`config.mk`:
```
export PLATFORM = sky130hd
export DESIGN_NAME = utf8_stream_decoder_unit
export DESIGN_NICKNAME = d
export VERILOG_FILES = /design/src/hdl/utf8d_pkg.sv /design/src/hdl/utf8d_core.sv /design/src/hdl/utf8d_out_buf.sv /design/src/hdl/utf8_stream_decoder_unit.sv
export SDC_FILE = /design/constraint.sdc
export NUM_CORES = 1
export LEC_CHECK = 0
export ABC_CLOCK_PERIOD_IN_PS = 3300
export BUFFER_PORTS_ARGS = -buffer_cell sky130_fd_sc_hd__buf_4
export CAP_MARGIN = 20
export CORE_ASPECT_RATIO = 0.75
export CORE_MARGIN = 4
export CORE_UTILIZATION = 53
export CTS_CLUSTER_DIAMETER = 100
export CTS_CLUSTER_SIZE = 10
export DETAILED_ROUTE_END_ITERATION = 10
export PLACE_DENSITY = 0.73
export SETUP_SLACK_MARGIN = 0.15
export SLEW_MARGIN = 20
export SYNTH_ARGS = -nofsm -noshare
export SYNTH_HDL_FRONTEND = slang
export SYNTH_HIERARCHICAL = 1
export SYNTH_SLANG_ARGS = --single-unit
```
`constraint.sdc`:
```
create_clock -name aclk -period 3.3 [get_ports aclk]
set_input_delay 0.66 -clock aclk [delete_from_list [all_inputs] [get_ports aclk]]
set_output_delay 0.66 -clock aclk [all_outputs]
set_load 0.01 [all_outputs]
```
`src/hdl/utf8d_pkg.sv`:
```
// ----------------------------------------------------------------------------
// utf8d_pkg
// Shared types, constants and helper functions for the UTF-8 stream decoder.
// ----------------------------------------------------------------------------
`default_nettype none

package utf8d_pkg;

    localparam int unsigned BYTE_W = 8;
    localparam int unsigned CP_W   = 32;
    localparam int unsigned LOW_W  = 6;

    localparam logic [BYTE_W-1:0] CONT_MASK = 8'b1100_0000;
    localparam logic [BYTE_W-1:0] CONT_TAG  = 8'b1000_0000;
    localparam logic [BYTE_W-1:0] LOW6_MASK = 8'b0011_1111;

    // One result transaction
    typedef struct packed {
        logic [CP_W-1:0] code_point;
        logic            string_end;
        logic            orphan_error;
    } utf8d_result_t;

    function automatic logic is_cont(input logic [BYTE_W-1:0] b);
        return (b & CONT_MASK) == CONT_TAG;
    endfunction

    // Clear the run of leading one bits of a lead byte
    function automatic logic [BYTE_W-1:0] strip_lead(input logic [BYTE_W-1:0] b);
        logic [BYTE_W-1:0] r;
        logic              run;
        r   = b;
        run = 1'b1;
        for (int i = BYTE_W - 1; i >= 0; i--) begin
            if (run && b[i]) begin
                r[i] = 1'b0;
            end else begin
                run = 1'b0;
            end
        end
        return r;
    endfunction

endpackage

`default_nettype wire

```
`src/hdl/utf8d_core.sv`:
```
// ----------------------------------------------------------------------------
// utf8d_core
// Input register and per-byte decode: holds the pending code point and
// produces at most one result per cycle toward the output buffer.
// ----------------------------------------------------------------------------
`default_nettype none

module utf8d_core (
    input  wire logic                         aclk,
    input  wire logic                         aresetn,
    input  wire logic                         in_valid,
    output logic                              in_ready,
    input  wire logic [utf8d_pkg::BYTE_W-1:0] in_byte,
    input  wire logic                         in_last,
    input  wire logic                         res_ready,
    output logic                              res_push,
    output utf8d_pkg::utf8d_result_t          res_data
);

    logic                         in_valid_reg, in_valid_next;
    logic [utf8d_pkg::BYTE_W-1:0] in_byte_reg;
    logic                         in_last_reg;

    logic [utf8d_pkg::CP_W-1:0]   acc_reg, acc_next;
    logic                         pend_reg, pend_next;
    // second result of a lead byte that both ends the string and closes a code point
    logic                         flush_reg, flush_next;
    logic [utf8d_pkg::CP_W-1:0]   flush_cp_reg, flush_cp_next;

    logic                         consume;
    logic                         cont;
    logic [utf8d_pkg::CP_W-1:0]   lead_cp;
    logic [utf8d_pkg::CP_W-1:0]   cont_cp;

    assign consume  = in_valid_reg && res_ready && !flush_reg;
    assign in_ready = !in_valid_reg || consume;

    assign cont    = utf8d_pkg::is_cont(in_byte_reg);
    assign lead_cp = {{(utf8d_pkg::CP_W - utf8d_pkg::BYTE_W){1'b0}},
                      utf8d_pkg::strip_lead(in_byte_reg)};
    assign cont_cp = {acc_reg[utf8d_pkg::CP_W-utf8d_pkg::LOW_W-1:0],
                      in_byte_reg[utf8d_pkg::LOW_W-1:0]};

    always_comb begin
        in_valid_next = in_valid_reg;
        acc_next      = acc_reg;
        pend_next     = pend_reg;
        flush_next    = flush_reg;
        flush_cp_next = flush_cp_reg;
        res_push      = 1'b0;
        res_data      = '0;

        if (in_valid && in_ready) begin
            in_valid_next = 1'b1;
        end else if (consume) begin
            in_valid_next = 1'b0;
        end

        if (flush_reg && res_ready) begin
            res_push                = 1'b1;
            res_data.code_point     = flush_cp_reg;
            res_data.string_end     = 1'b1;
            flush_next              = 1'b0;
        end else if (consume) begin
            if (cont) begin
                if (pend_reg) begin
                    acc_next = cont_cp;
                    if (in_last_reg) begin
                        res_push            = 1'b1;
                        res_data.code_point = cont_cp;
                        res_data.string_end = 1'b1;
                    end
                end else if (in_last_reg) begin
                    res_push              = 1'b1;
                    res_data.string_end   = 1'b1;
                    res_data.orphan_error = 1'b1;
                end
            end else begin
                acc_next  = lead_cp;
                pend_next = 1'b1;
                if (pend_reg) begin
                    res_push            = 1'b1;
                    res_data.code_point = acc_reg;
                    // owe the new code point as a second result, sent from flush_reg
                    if (in_last_reg) begin
                        flush_next    = 1'b1;
                        flush_cp_next = lead_cp;
                    end
                end else if (in_last_reg) begin
                    res_push            = 1'b1;
                    res_data.code_point = lead_cp;
                    res_data.string_end = 1'b1;
                end
            end
            if (in_last_reg) begin
                acc_next  = '0;
                pend_next = 1'b0;
            end
        end
    end

    always_ff @(posedge aclk) begin
        if (!aresetn) begin
            in_valid_reg <= 1'b0;
            acc_reg      <= '0;
            pend_reg     <= 1'b0;
            flush_reg    <= 1'b0;
        end else begin
            in_valid_reg <= in_valid_next;
            acc_reg      <= acc_next;
            pend_reg     <= pend_next;
            flush_reg    <= flush_next;
        end
    end

    always_ff @(posedge aclk) begin
        if (in_valid && in_ready) begin
            in_byte_reg <= in_byte;
            in_last_reg <= in_last;
        end
        flush_cp_reg <= flush_cp_next;
    end

endmodule

`default_nettype wire

```
`src/hdl/utf8d_out_buf.sv`:
```
// ----------------------------------------------------------------------------
// utf8d_out_buf
// Result register with a skid stage, so the core can hand over one more
// result after the downstream side stalls.
// ----------------------------------------------------------------------------
`default_nettype none

module utf8d_out_buf (
    input  wire logic                     aclk,
    input  wire logic                     aresetn,
    input  wire logic                     push,
    input  wire utf8d_pkg::utf8d_result_t push_data,
    output logic                          push_ready,
    output logic                          out_valid,
    input  wire logic                     out_ready,
    output utf8d_pkg::utf8d_result_t      out_data
);

    logic                     main_valid_reg, main_valid_next;
    logic                     skid_valid_reg, skid_valid_next;
    utf8d_pkg::utf8d_result_t main_reg, main_next;
    utf8d_pkg::utf8d_result_t skid_reg, skid_next;
    logic                     pop;

    assign push_ready = !skid_valid_reg;
    assign out_valid  = main_valid_reg;
    assign out_data   = main_reg;
    assign pop        = main_valid_reg && out_ready;

    always_comb begin
        main_valid_next = main_valid_reg;
        skid_valid_next = skid_valid_reg;
        main_next       = main_reg;
        skid_next       = skid_reg;
        if (skid_valid_reg) begin
            // drain the skid entry first
            if (pop) begin
                main_next       = skid_reg;
                skid_valid_next = 1'b0;
            end
        end else if (push) begin
            if (!main_valid_reg || pop) begin
                main_next       = push_data;
                main_valid_next = 1'b1;
            end else begin
                skid_next       = push_data;
                skid_valid_next = 1'b1;
            end
        end else if (pop) begin
            main_valid_next = 1'b0;
        end
    end

    always_ff @(posedge aclk) begin
        if (!aresetn) begin
            main_valid_reg <= 1'b0;
            skid_valid_reg <= 1'b0;
        end else begin
            main_valid_reg <= main_valid_next;
            skid_valid_reg <= skid_valid_next;
        end
    end

    always_ff @(posedge aclk) begin
        main_reg <= main_next;
        skid_reg <= skid_next;
    end

endmodule

`default_nettype wire

```
`src/hdl/utf8_stream_decoder_unit.sv`:
```
// ----------------------------------------------------------------------------
// utf8_stream_decoder_unit
// Streaming UTF-8 byte to code point decoder.
// ----------------------------------------------------------------------------
// Takes one UTF-8 byte per cycle on the s_ side unless m_tready holds it back
// (tlast marks the final byte of a string) and returns code points on the m_
// side, each closed when the next lead byte arrives or the string ends; tlast
// marks the string's last result and tuser flags a final continuation byte
// that had no lead byte (code point 0). The other exception to that rate is a
// lead byte that ends a string while a code point is open: it yields two
// results and holds the input until the second is sent, as the result register
// takes one transaction per cycle. Data passes an input and then a result register.
`default_nettype none

module utf8_stream_decoder_unit (
    input  wire logic        aclk,
    input  wire logic        aresetn,
    input  wire logic        s_tvalid,
    output logic             s_tready,
    input  wire logic [7:0]  s_tdata,   // [7:0] data_byte
    input  wire logic        s_tlast,   // last_byte
    output logic             m_tvalid,
    input  wire logic        m_tready,
    output logic [31:0]      m_tdata,   // [31:0] code_point
    output logic             m_tlast,   // string_end
    output logic             m_tuser    // [0] orphan_error
);

    logic                     res_ready;
    logic                     res_push;
    utf8d_pkg::utf8d_result_t res_data;
    utf8d_pkg::utf8d_result_t out_data;

    utf8d_core u_core (
        .aclk      (aclk),
        .aresetn   (aresetn),
        .in_valid  (s_tvalid),
        .in_ready  (s_tready),
        .in_byte   (s_tdata),
        .in_last   (s_tlast),
        .res_ready (res_ready),
        .res_push  (res_push),
        .res_data  (res_data)
    );

    utf8d_out_buf u_out_buf (
        .aclk       (aclk),
        .aresetn    (aresetn),
        .push       (res_push),
        .push_data  (res_data),
        .push_ready (res_ready),
        .out_valid  (m_tvalid),
        .out_ready  (m_tready),
        .out_data   (out_data)
    );

    assign m_tdata = out_data.code_point;
    assign m_tlast = out_data.string_end;
    assign m_tuser = out_data.orphan_error;

endmodule

`default_nettype wire

```
# Yosys cells after proc, flatten, opt, wreduce, memory -nomap -nowiden

Cells that the tools add are included.

Register bits after elaboration: 121
Bits of input ports: 13
Output and inout bits: 36
Logic and storage cells: 105

Eq/ne operators: 5
Muxes and demuxes: 50
Bitwise operators: 5
Reduce and logical (&&, ||, !) cells: 30

Operators by type and width:

| cell               | count |
|---|---|
| $mux 34            | 5 |
| $mux 32            | 5 |
| $mux 33            | 3 |
| $mux 1             | 35 |
| $reduce_and 3->1   | 5 |
| $logic_and 1x1->1  | 12 |
| $mux 8             | 1 |
| $reduce_bool 2->1  | 4 |
| $not 1->1          | 5 |
| $reduce_and 5->1   | 1 |
| $logic_not 1->1    | 4 |
| $ne 2x1->1 const B | 2 |
| $reduce_and 4->1   | 1 |
| $ne 3x1->1 const B | 1 |
| $eq 2x2->1 const B | 1 |
| $logic_or 1x1->1   | 2 |
| $mux 2             | 1 |
| $ne 2x2->1 const B | 1 |
| $reduce_or 2->1    | 1 |

# Logic depth before layout (Yosys ltp)

Gate-level depths: netlist of the first run.

Word-level depth: 23
Depth in mapped cells: 8

# Modules after synthesis

Netlist of the first run, hierarchy kept.

By module, submodules not included:

| module        | instances | cells each | area each (sq um) | seq. area each (sq um) |
|---|---|---|---|---|
| utf8d_out_buf | 1         | 120        | 2,567.5           | 2,082.0 |
| utf8d_core    | 1         | 205        | 2,341.0           | 1,181.1 |

# Worst setup path before layout of the first run

OpenSTA, ideal clock, no wires.

Path kind: reg-to-reg
Start point: register u_core/in_byte_reg[7] (netlist name)
End point: register u_out_buf.main_reg (netlist bit u_out_buf/out_data[0]), enable pin
Data arrival time: 3.099 ns
Required time: 2.863 ns
Setup slack: -0.236 ns
Cell stages (with the launch flop): 8
Buffers on the path: 1
Period minus slack after synthesis: 3.536 ns
Cells stage by stage: edfxtp_1 and2b_1 buf_4 nor2_2 nor2_1 o21ai_0 mux2i_1 a21oi_1

Word-level cells in the longest chain between the ends: 6

RTL lines:

| element                     | line                           | text |
|---|---|---|
| start: declaration          | utf8d_core.sv:21               | `logic [utf8d_pkg::BYTE_W-1:0] in_byte_reg;` |
| start signal: assignment    | utf8d_core.sv:118              | `in_byte_reg <= in_byte;` |
| $eq 2x2->1                  | utf8d_pkg.sv:25                | `return (b & CONT_MASK) == CONT_TAG;` |
| $mux 1                      | utf8d_core.sv:65               | `if (cont) begin` |
| $mux 1                      | utf8d_core.sv:64               | `end else if (consume) begin` |
| $mux 1                      | utf8d_core.sv:59               | `if (flush_reg && res_ready) begin` |
| net res_push                | utf8_stream_decoder_unit.sv:30 | `logic res_push;` |
| $reduce_bool 2->1 (no line) | --                             |  |
| $reduce_and 3->1 (no line)  | --                             |  |
| end signal: assignment      | utf8d_out_buf.sv:65            | `main_reg <= main_next;` |
| end: declaration            | utf8d_out_buf.sv:21            | `utf8d_pkg::utf8d_result_t main_reg, main_next;` |

The timed path passes the listed nets, and every way through them passes these cells.
A chain may end at the register's enable or synchronous reset.

# Worst setup path after layout of the first run

Start point: register u_core/in_byte_reg[7] (netlist name)
End point: register u_out_buf.main_reg (netlist bit u_out_buf/out_data[7]), enable pin

Same word-level chain as after synthesis.

==> run metrics, run 1 <==
CTS resizes=0; routability-driven placement congestion ratio=0.868; PD cells=639 nW/um2; Unique masters post-synth=45; io pins=49; crit start category=register; Port Buffer Count=48; FF+latch count, synth=121; clk sinks=121; area taken by multi-input logic gates=1470 um2; vias in the first global route=2845; multiplexer area fraction after synthesis=8.00%; Worst Path Required=3.41 ns; area grow syn2layout=22.0%; XOR/XNOR Fraction of Synth Area=0%; FF/Latch Area=3260 um2; Seq/Total Area, Yosys=66.5%; ys async rst share=0%; area leader, netlist=edfxtp_1; Slew Limit Fails=0; status=finished, final reports clean; Setup Skew=0.00980 ns; final setup TNS=0 ns; Arrival @ worst endpoint=2.97 ns; reg2reg setup slack=0.44 ns; Top delay family on crit path=compound AO/OA/AOI/OAI gates; CP peak stage delay=0.48 ns; critical path peak fanout=21; crit path time final=2.86 ns; worst path buffer plus inverter count=1; first-pass GRT wire length=16300 um; area share of the largest cell type after synthesis=51.4%; EDFF count, synth=84; kind of critical path=register to register; Post-synth top cells=edfxtp_1 (84), a22o_1 (52), dfxtp_1 (37), mux2_2 (34), o21ai_0 (12); min-delay worst type=input port to register; CTS Buffer Depth=2; Pre-antenna DRT Iters=5; Max transition margin=45.6%; share of post-route cells with drive strength above 1=33.2%; WL/cell=19.8 um; Starting Density=54.3%; syn nets=338; Avg Inst Size Synth=15.1 um2; Synth Instances=325; largest net degree at the start of global routing=39; number of fill cells=639; Total Wirelength=10300 um; Post-DP HPWL=6290 um; Max VDD drop=0.465 mV; initial antenna violation count=0; # DRC=0; hold-fix buffers at CTS=0; Post-synth top flop=edfxtp_1; CTS tree=built; num rows=30; worst skew pair latency=0.41 ns; chip width=119 um; most numerous cell in the Yosys netlist=edfxtp_1; total setup buffers inserted after CTS=0; final setup violation count=0; clock transition at the registers of the reported paths=0.06 ns; total of max-cap violations=0; crit path capture type=register; Mapped Area=4910 um2; initial DRC count=268; leakage=2.28 nW; TritonCTS buffer count=17; core area=9050 um2; GRT overflow=0; Synth Area in Adders=0%; vias per inst=5.74; Worst Max-Slew Pin Slew=0.795 ns; via count=2984; complex-gate fraction of the synthesized area=16.0%; dpl cell area=5350 um2; die area=10900 um2; CTS root buf=clkbuf_16; final instance area=5990 um2; Detail Route Antenna Nets=0; gr usage total=19.8%; CTS H-tree depth=4; Synth area leaders=edfxtp_1 (51%), dfxtp_1 (15%), a22o_1 (9.3%); Ys Warns=6; Layout Nets=392; RSZ-0062 raised after global routing=no; critical path cell sequence=and2b_1 > nor2_2 > nor2_1 > o21ai_0 > mux2i_1 > a21oi_4 > buf_12; final worst-path cycle share=86.6%; final hold violation count=0; Post-Synth Simple-Gate Area=5.79%; FMAX=0.350 GHz; Die Ht=91.3 um; Ant. Diodes=0; main combinational cell family by area after synthesis=compound AO/OA/AOI/OAI gates; Crit-path slowest cell=edfxtp_1
==> cells in the final DEF, fill, tap and decap left out, types with 2 or more instances in the layout <==
cell       count
a211oi_1       2
a21o_1         2
a21oi_1        7
a22o_1        52
a22oi_1        8
a31oi_1        2
a32o_1         3
and2_1         3
and2b_1        2
and4_1         2
buf_4         54
bufinv_16      2
clkbuf_16     20
clkinv_2       2
dfxtp_1       37
edfxtp_1      84
inv_1          8
inv_4          2
inv_6          3
mux2_2        34
nand2_1       11
nand2b_1       2
nand3_1        3
nor2b_1        7
nor3_1         2
nor3_4         2
o21a_1         2
o21ai_0       12
==> worst register-to-register path: stages (launching register included) <==
cell	delay, ns
edfxtp_1	0.48
and2b_1	0.38
nor2_2	0.31
nor2_1	0.06
o21ai_0	0.38
mux2i_1	0.21
a21oi_4	0.48
buf_12	0.25
==> power by group <==
group	internal [W]	switching (W)	total [W]
registers	0.00166	0.0000292	0.00169
clock network	0.00127	0.000664	0.00194
logic	0.0000802	0.000115	0.000195
total	0.00302	0.000808	0.00383
==> cell families (layout without fill, tap and decap cells) <==
| family | Yosys count | in the layout |
|---|---|---|
| mux | 35 | 35 |
| compound gates | 98 | 98 |
| simple gates | 43 | 43 |
| flops | 121 | 121 |
| buf+inv | 28 | 95 |
==> area by class of cell <==
class                           instances  share of cell area, %
Inverter                                8                  0.501
Multi-Input combinational cell        176                   24.6
Timing Repair Buffer                   55                   7.10
Sequential cell                       121                   54.5
Tap cell                              128                   2.67
Clock inverter                         11                   2.09
Clock buffer                           21                   8.58
==> stage by stage <==
stage | worst slack, ns | hold WS (ns) | cells | utilization (%) | total power (W)
floorplan | 0.511 | 0.450 | 325 | - | 0.00184
global placement | 0.647 | 0.463 | 488 | 59.2 | 0.00191
detailed placement | 0.493 | 0.468 | 488 | 59.2 | 0.00192
CTS | 0.465 | 0.410 | 520 | 66.2 | 0.00385
global route | 0.240 | 0.411 | 520 | 66.2 | 0.00395
finish | 0.441 | 0.429 | 520 | 66.2 | 0.00383
==> worst paths after layout <==
path | depth (start not counted) | startpoint | end
worst min register to register | 1 | u_core/acc_reg[28] | u_core/acc_reg[28]
worst min-delay path | 1 | s_tdata[1] | u_core/in_byte_reg[1]
worst max register to register | 7 | u_core/in_byte_reg[7] | u_out_buf/out_data[7]
worst max-delay path | 7 | u_core/in_byte_reg[7] | u_out_buf/out_data[7]
==> routing by layer <==
metal | up-vias | part of all wire, % | global-route usage [%]
met5 | - | 0 | 0
met3 | 10 | 5.8 | 6.48
met1 | 1474 | 51 | 30.1
met4 | 0 | 1.0 | 6.56
li1 | 1404 | - | -
met2 | 96 | 42 | 26.3
Power figures use the tool's default switching activity.
==> run 2, diff against run 1 <==
--- a/config.mk
+++ b/config.mk
@@ -8,13 +8,15 @@
 export ABC_CLOCK_PERIOD_IN_PS = 3300
 export BUFFER_PORTS_ARGS = -buffer_cell sky130_fd_sc_hd__buf_4
 export CAP_MARGIN = 20
+export CELL_PAD_IN_SITES_DETAIL_PLACEMENT = 2
+export CELL_PAD_IN_SITES_GLOBAL_PLACEMENT = 2
 export CORE_ASPECT_RATIO = 0.75
 export CORE_MARGIN = 4
-export CORE_UTILIZATION = 53
+export CORE_UTILIZATION = 38
 export CTS_CLUSTER_DIAMETER = 100
 export CTS_CLUSTER_SIZE = 10
 export DETAILED_ROUTE_END_ITERATION = 10
-export PLACE_DENSITY = 0.73
+export PLACE_DENSITY = 0.72
 export SETUP_SLACK_MARGIN = 0.15
 export SLEW_MARGIN = 20
 export SYNTH_ARGS = -nofsm -noshare
==> run 2 against run 1 <==
  * Die area is 36% higher
  * Total power is 4.7% lower
  * Cell area is 0.69% lower
  * Highest routed layer unchanged
  * Fmax is 4.9% higher
  * Global-route usage is 2.5 points lower
  * Via count is 4.0% higher
  * Routed wire length is 17% higher
==> run metrics, run 2 (synthesized netlist as in run 1, its figures left out) <==
status=finished, final reports clean; hold-fix buffers at CTS=0 (unchanged); area taken by multi-input logic gates=1470 um2 (unchanged); total setup buffers inserted after CTS=0 (unchanged); final setup TNS=0 ns (unchanged); min-delay worst type=input port to register; crit path capture type=register; Die Ht=106 um (+17%); GRT overflow=0 (unchanged); CTS H-tree depth=4 (unchanged); gr usage total=17.2% (-2.5 points); clock transition at the registers of the reported paths=0.05 ns (about the same); Starting Density=39.5% (-15 points); R2R depth=6 (-1); CTS tree=built; crit start category=register; CTS Buffer Depth=2 (unchanged); commonest non-fill, non-tap cell in the layout=edfxtp_1; TritonCTS buffer count=17 (unchanged); die area=14800 um2 (+36%); clk sinks=121 (unchanged); Pre-antenna DRT Iters=5 (unchanged); leakage=2.23 nW (-2.0%); final hold violation count=0 (unchanged); RSZ-0062 raised after global routing=no; Worst Path Required=3.35 ns (-0.06 ns); critical path peak fanout=34 (+62%); worst skew pair latency=0.41 ns (about the same); hold path depth=1 (unchanged); kind of critical path=register to register; io pins=49 (unchanged); number of fill cells=1200 (+88%); # DRC=0 (unchanged); via count=3103 (+4.0%); dpl cell area=5390 um2 (+0.79%); initial antenna violation count=0 (unchanged); final worst-path cycle share=82.6% (-4.1 points); Total Wirelength=12100 um (+17%); Arrival @ worst endpoint=2.77 ns (-0.20 ns); final setup violation count=0 (unchanged); Setup Skew=0.00714 ns (-0.00266 ns); Ant. Diodes=0 (unchanged); share of post-route cells with drive strength above 1=31.3% (-1.9 points); CTS resizes=0 (unchanged); Post-DP HPWL=7870 um (+25%); PD cells=613 nW/um2 (-4.1%); first-pass GRT wire length=19700 um (+21%); area grow syn2layout=21.2%; Layout Nets=393 (+0.26%); initial DRC count=204 (-24%); Detail Route Antenna Nets=0 (unchanged); FMAX=0.367 GHz (+4.9%); Max transition margin=39.0% (-6.6 points); Slew Limit Fails=0 (unchanged); vias per inst=5.55 (-3.3%); num rows=35 (+17%); WL/cell=21.6 um (+9.3%); vias in the first global route=3387 (+19%); crit path time final=2.73 ns (-0.134 ns); chip width=139 um (+17%); core area=12400 um2 (+37%); total of max-cap violations=0 (unchanged); most frequent cells in the layout=edfxtp_1 (84), buf_4 (56), a22o_1 (52); Port Buffer Count=48 (unchanged); FF/Latch Area=3260 um2 (unchanged); Worst Max-Slew Pin Slew=0.891 ns (+0.0961 ns); routability-driven placement congestion ratio=0.881 (+1.6%); largest net degree at the start of global routing=39 (unchanged); final instance area=5950 um2 (-0.69%); Max VDD drop=0.403 mV (-13%); CTS root buf=clkbuf_16
run 2: per-layer routing:
| layer | global-route usage [%] | wire (um) |
|---|---|---|
| met5 | 0 | 0 |
| met4 | 5.03 | 119 |
| met3 | 5.08 | 534 |
| met2 | 25.5 | 5410 |
| met1 | 24.5 | 6030 |
run 2: worst paths after layout:
path                                       startpoint                     to  slack [ns]
worst max register to register  u_core/in_byte_reg[7]  u_out_buf/skid_reg[1]        0.57
worst min-delay path                       s_tdata[6]  u_core/in_byte_reg[6]        0.43
worst min register to register     u_core/acc_reg[31]     u_core/acc_reg[31]        0.49
worst max-delay path            u_core/in_byte_reg[7]  u_out_buf/skid_reg[1]        0.57
run 2: critical path, stage by stage (launching register included):
cell and delay (ns):
edfxtp_1 0.48, and2b_1 0.38, nor2_2 0.33, nor2_1 0.09
o21ai_0 0.38, and4_1 0.27, buf_4 0.39
run 2: report_power, final:
group	switching (W)	leakage [nW]	total, W	internal [W]
Clock	0.000636	0.268	0.00175	0.00111
Combinational	0.000120	0.854	0.000199	0.0000788
Sequential	0.0000303	1.11	0.00169	0.00166
run 2: area by class of cell:
| cell class | instances | area share, % |
|---|---|---|
| inverters | 8 | 0.505 |
| well taps | 166 | 3.49 |
| flip-flops and latches | 121 | 54.8 |
| multi-input cells | 176 | 24.8 |
| clock buffers | 21 | 7.57 |
| clock inverters | 11 | 1.77 |
| repair buffers | 56 | 7.07 |
run 2: metrics by stage:
step	utilization (%)	power (W)	hold WS, ns	std cells	setup slack [ns]
CTS	47.8	0.00369	0.408	559	0.549
detailed placement	43.4	0.00192	0.474	527	0.618
finish	47.8	0.00364	0.429	559	0.575
global placement	43.4	0.00191	0.465	527	0.814
global route	47.8	0.00379	0.403	559	0.300
floorplan	-	0.00184	0.450	325	0.511
==> run 3, diff against run 2 <==
--- a/config.mk
+++ b/config.mk
@@ -5,18 +5,18 @@
 export SDC_FILE = /design/constraint.sdc
 export NUM_CORES = 1
 export LEC_CHECK = 0
-export ABC_CLOCK_PERIOD_IN_PS = 3300
+export ABC_CLOCK_PERIOD_IN_PS = 2800
 export BUFFER_PORTS_ARGS = -buffer_cell sky130_fd_sc_hd__buf_4
 export CAP_MARGIN = 20
 export CELL_PAD_IN_SITES_DETAIL_PLACEMENT = 2
 export CELL_PAD_IN_SITES_GLOBAL_PLACEMENT = 2
 export CORE_ASPECT_RATIO = 0.75
 export CORE_MARGIN = 4
-export CORE_UTILIZATION = 38
+export CORE_UTILIZATION = 42
 export CTS_CLUSTER_DIAMETER = 100
 export CTS_CLUSTER_SIZE = 10
 export DETAILED_ROUTE_END_ITERATION = 10
-export PLACE_DENSITY = 0.72
+export PLACE_DENSITY = 0.76
 export SETUP_SLACK_MARGIN = 0.15
 export SLEW_MARGIN = 20
 export SYNTH_ARGS = -nofsm -noshare
==> constraint.sdc (replaced) <==
create_clock -name aclk -period 2.8 [get_ports aclk]
set_input_delay 0.56 -clock aclk [delete_from_list [all_inputs] [get_ports aclk]]
set_output_delay 0.56 -clock aclk [all_outputs]
set_load 0.01 [all_outputs]
==> run 3 against run 2 <==
  * Non-clock buffer count is 1 lower
  * Critical path type unchanged
  * Routed wire length is 5.2% higher
  * Total power grew 23%
  * Global-route usage rose by 2.7 points
  * Setup slack worse by 0.24 ns
  * Cell area increased by 0.88%
  * Via count decreased by 0.29%
  * Core utilization is 5.8 points higher
  * Critical path depth up 1
  * Combinational power increased by 22%
  * Worst hold slack worse by 0.10 ns
==> run metrics, run 3 (synthesized netlist as in run 1, its figures left out) <==
clk sinks=121 (unchanged); Layout Cells excl Fill=548 (-2.0%); Final Util=53.6% (+5.8 points); area grow syn2layout=22.3%; total setup buffers inserted after CTS=0 (unchanged); min-delay worst type=input port to register; largest net degree at the start of global routing=39 (unchanged); Setup Skew=0.0227 ns (+0.0155 ns); Worst Max-Slew Pin Slew=0.822 ns (-0.0694 ns); hold-fix buffers at CTS=0 (unchanged); Max transition margin=43.8% (+4.7 points); GRT overflow=0 (unchanged); crit start category=register; Pre-antenna DRT Iters=4 (-1); leakage=2.25 nW (+0.90%); chip width=133 um (-4.6%); kind of critical path=register to register; most frequent cells in the layout=edfxtp_1 (84), buf_4 (52), a22o_1 (52); via count=3094 (-0.29%); WL/cell=23.2 um (+7.3%); clock transition at the registers of the reported paths=0.06 ns (about the same); final hold violation count=0 (unchanged); gr usage total=20.0% (+2.7 points); Max VDD drop=0.441 mV (+9.4%); Pwr Total=0.00447 W (+23%); worst skew pair latency=0.41 ns (about the same); Ant. Diodes=0 (unchanged); status=finished, final reports clean; Arrival @ worst endpoint=2.55 ns (-0.22 ns); TritonCTS buffer count=17 (unchanged); Starting Density=43.9% (+4.4 points); # DRC=0 (unchanged); initial antenna violation count=0 (unchanged); placed instance count=516 (-2.1%); Die Ht=102 um (-4.5%); core area=11200 um2 (-10%); vias in the first global route=3358 (-0.86%); crit path capture type=register; commonest non-fill, non-tap cell in the layout=edfxtp_1; routability-driven placement congestion ratio=0.902 (+2.4%); CTS H-tree depth=4 (unchanged); final setup TNS=0 ns (unchanged); first-pass GRT wire length=20100 um (+2.4%); RSZ-0062 raised after global routing=no; CTS root buf=clkbuf_16; num rows=33 (-5.7%); Post-DP HPWL=8060 um (+2.4%); vias per inst=5.65 (+1.7%); crit path time final=2.47 ns (-0.259 ns); initial DRC count=233 (+14%); CTS tree=built; share of post-route cells with drive strength above 1=32.0% (+0.67 points); total of max-cap violations=0 (unchanged); Slew Limit Fails=0 (unchanged); Port Buffer Count=48 (unchanged); Detail Route Antenna Nets=0 (unchanged); Worst Path Required=2.88 ns (-0.47 ns); Total Wirelength=12700 um (+5.2%); FMAX=0.405 GHz (+10%); final setup violation count=0 (unchanged); Layout Nets=392 (-0.25%); critical path peak fanout=34 (unchanged); io pins=49 (unchanged); die area=13500 um2 (-8.9%); CTS Buffer Depth=2 (unchanged); PD cells=745 nW/um2 (+22%); final worst-path cycle share=88.1% (+5.5 points)
==> run 3: changes by cell type in the layout (fill, tap and decap cells not counted), moves of 2 or more <==
cell       before  now
buf_12          0    2
buf_4          56   52
bufinv_16       2    4
clkinv_1        5    3
==> run 3: final timing paths <==
path | start | end | slack, ns | cells after the start
setup / recovery | u_core/in_byte_reg[7] | u_out_buf/out_data[2] | 0.33 | 7
hold / removal | s_tdata[4] | u_core/in_byte_reg[4] | 0.33 | 1
setup reg to reg | u_core/in_byte_reg[7] | u_out_buf/out_data[2] | 0.33 | 7
hold reg to reg | u_core/acc_reg[28] | u_core/acc_reg[28] | 0.49 | 1
==> run 3: what timing repair did <==
| action | CTS | global route |
|---|---|---|
| setup endpoints to repair | 34 | 34 |
| pin swaps | 0 | 0 |
| resized for setup | 1 | 2 |
| endpoints found under the hold margin | 0 | 0 |
==> run 3: layout make-up <==
class                           count  area [um2]
Fill cell                         983        5190
Sequential cell                   121        3260
Multi-Input combinational cell    176        1480
Timing Repair Buffer               55         442
Clock buffer                       20         437
Tap cell                          157         196
Clock inverter                     11         154
Inverter                            8        30.0
==> run 3: per-stage QoR <==
step	area [um2]	setup WS, ns	hold WS [ns]
2_1_floorplan	4920	0.333	0.450
3_3_place_gp	5390	0.440	0.462
3_5_place_dp	5390	0.227	0.470
4_1_cts	5980	0.252	0.307
5_1_grt	6000	0.173	0.301
6_report	6000	0.333	0.328
==> run 3: worst max-delay path, cell delays in order, from the launching register on <==
cell and delay (ns):
edfxtp_1 0.48, and2b_1 0.40, nor2_4 0.26, nor2_1 0.08
o21ai_1 0.28, mux2i_1 0.19, a21oi_4 0.19, buf_12 0.22
==> run 3: layer usage <==
metal / wire, um / GRT usage, % / share of wire, %
met5: 0 / 0 / 0
met1: 5980 / 28.0 / 47
met2: 5940 / 30.5 / 47
met3: 728 / 6.01 / 5.7
met4: 79 / 5.27 / 0.62
==> run 3: power by group <==
part           leakage, nW  total (W)  switching (W)  internal (W)
sequential            1.11    0.00200      0.0000359       0.00196
combinational        0.857   0.000243       0.000147     0.0000960
clock                0.286    0.00223       0.000762       0.00147
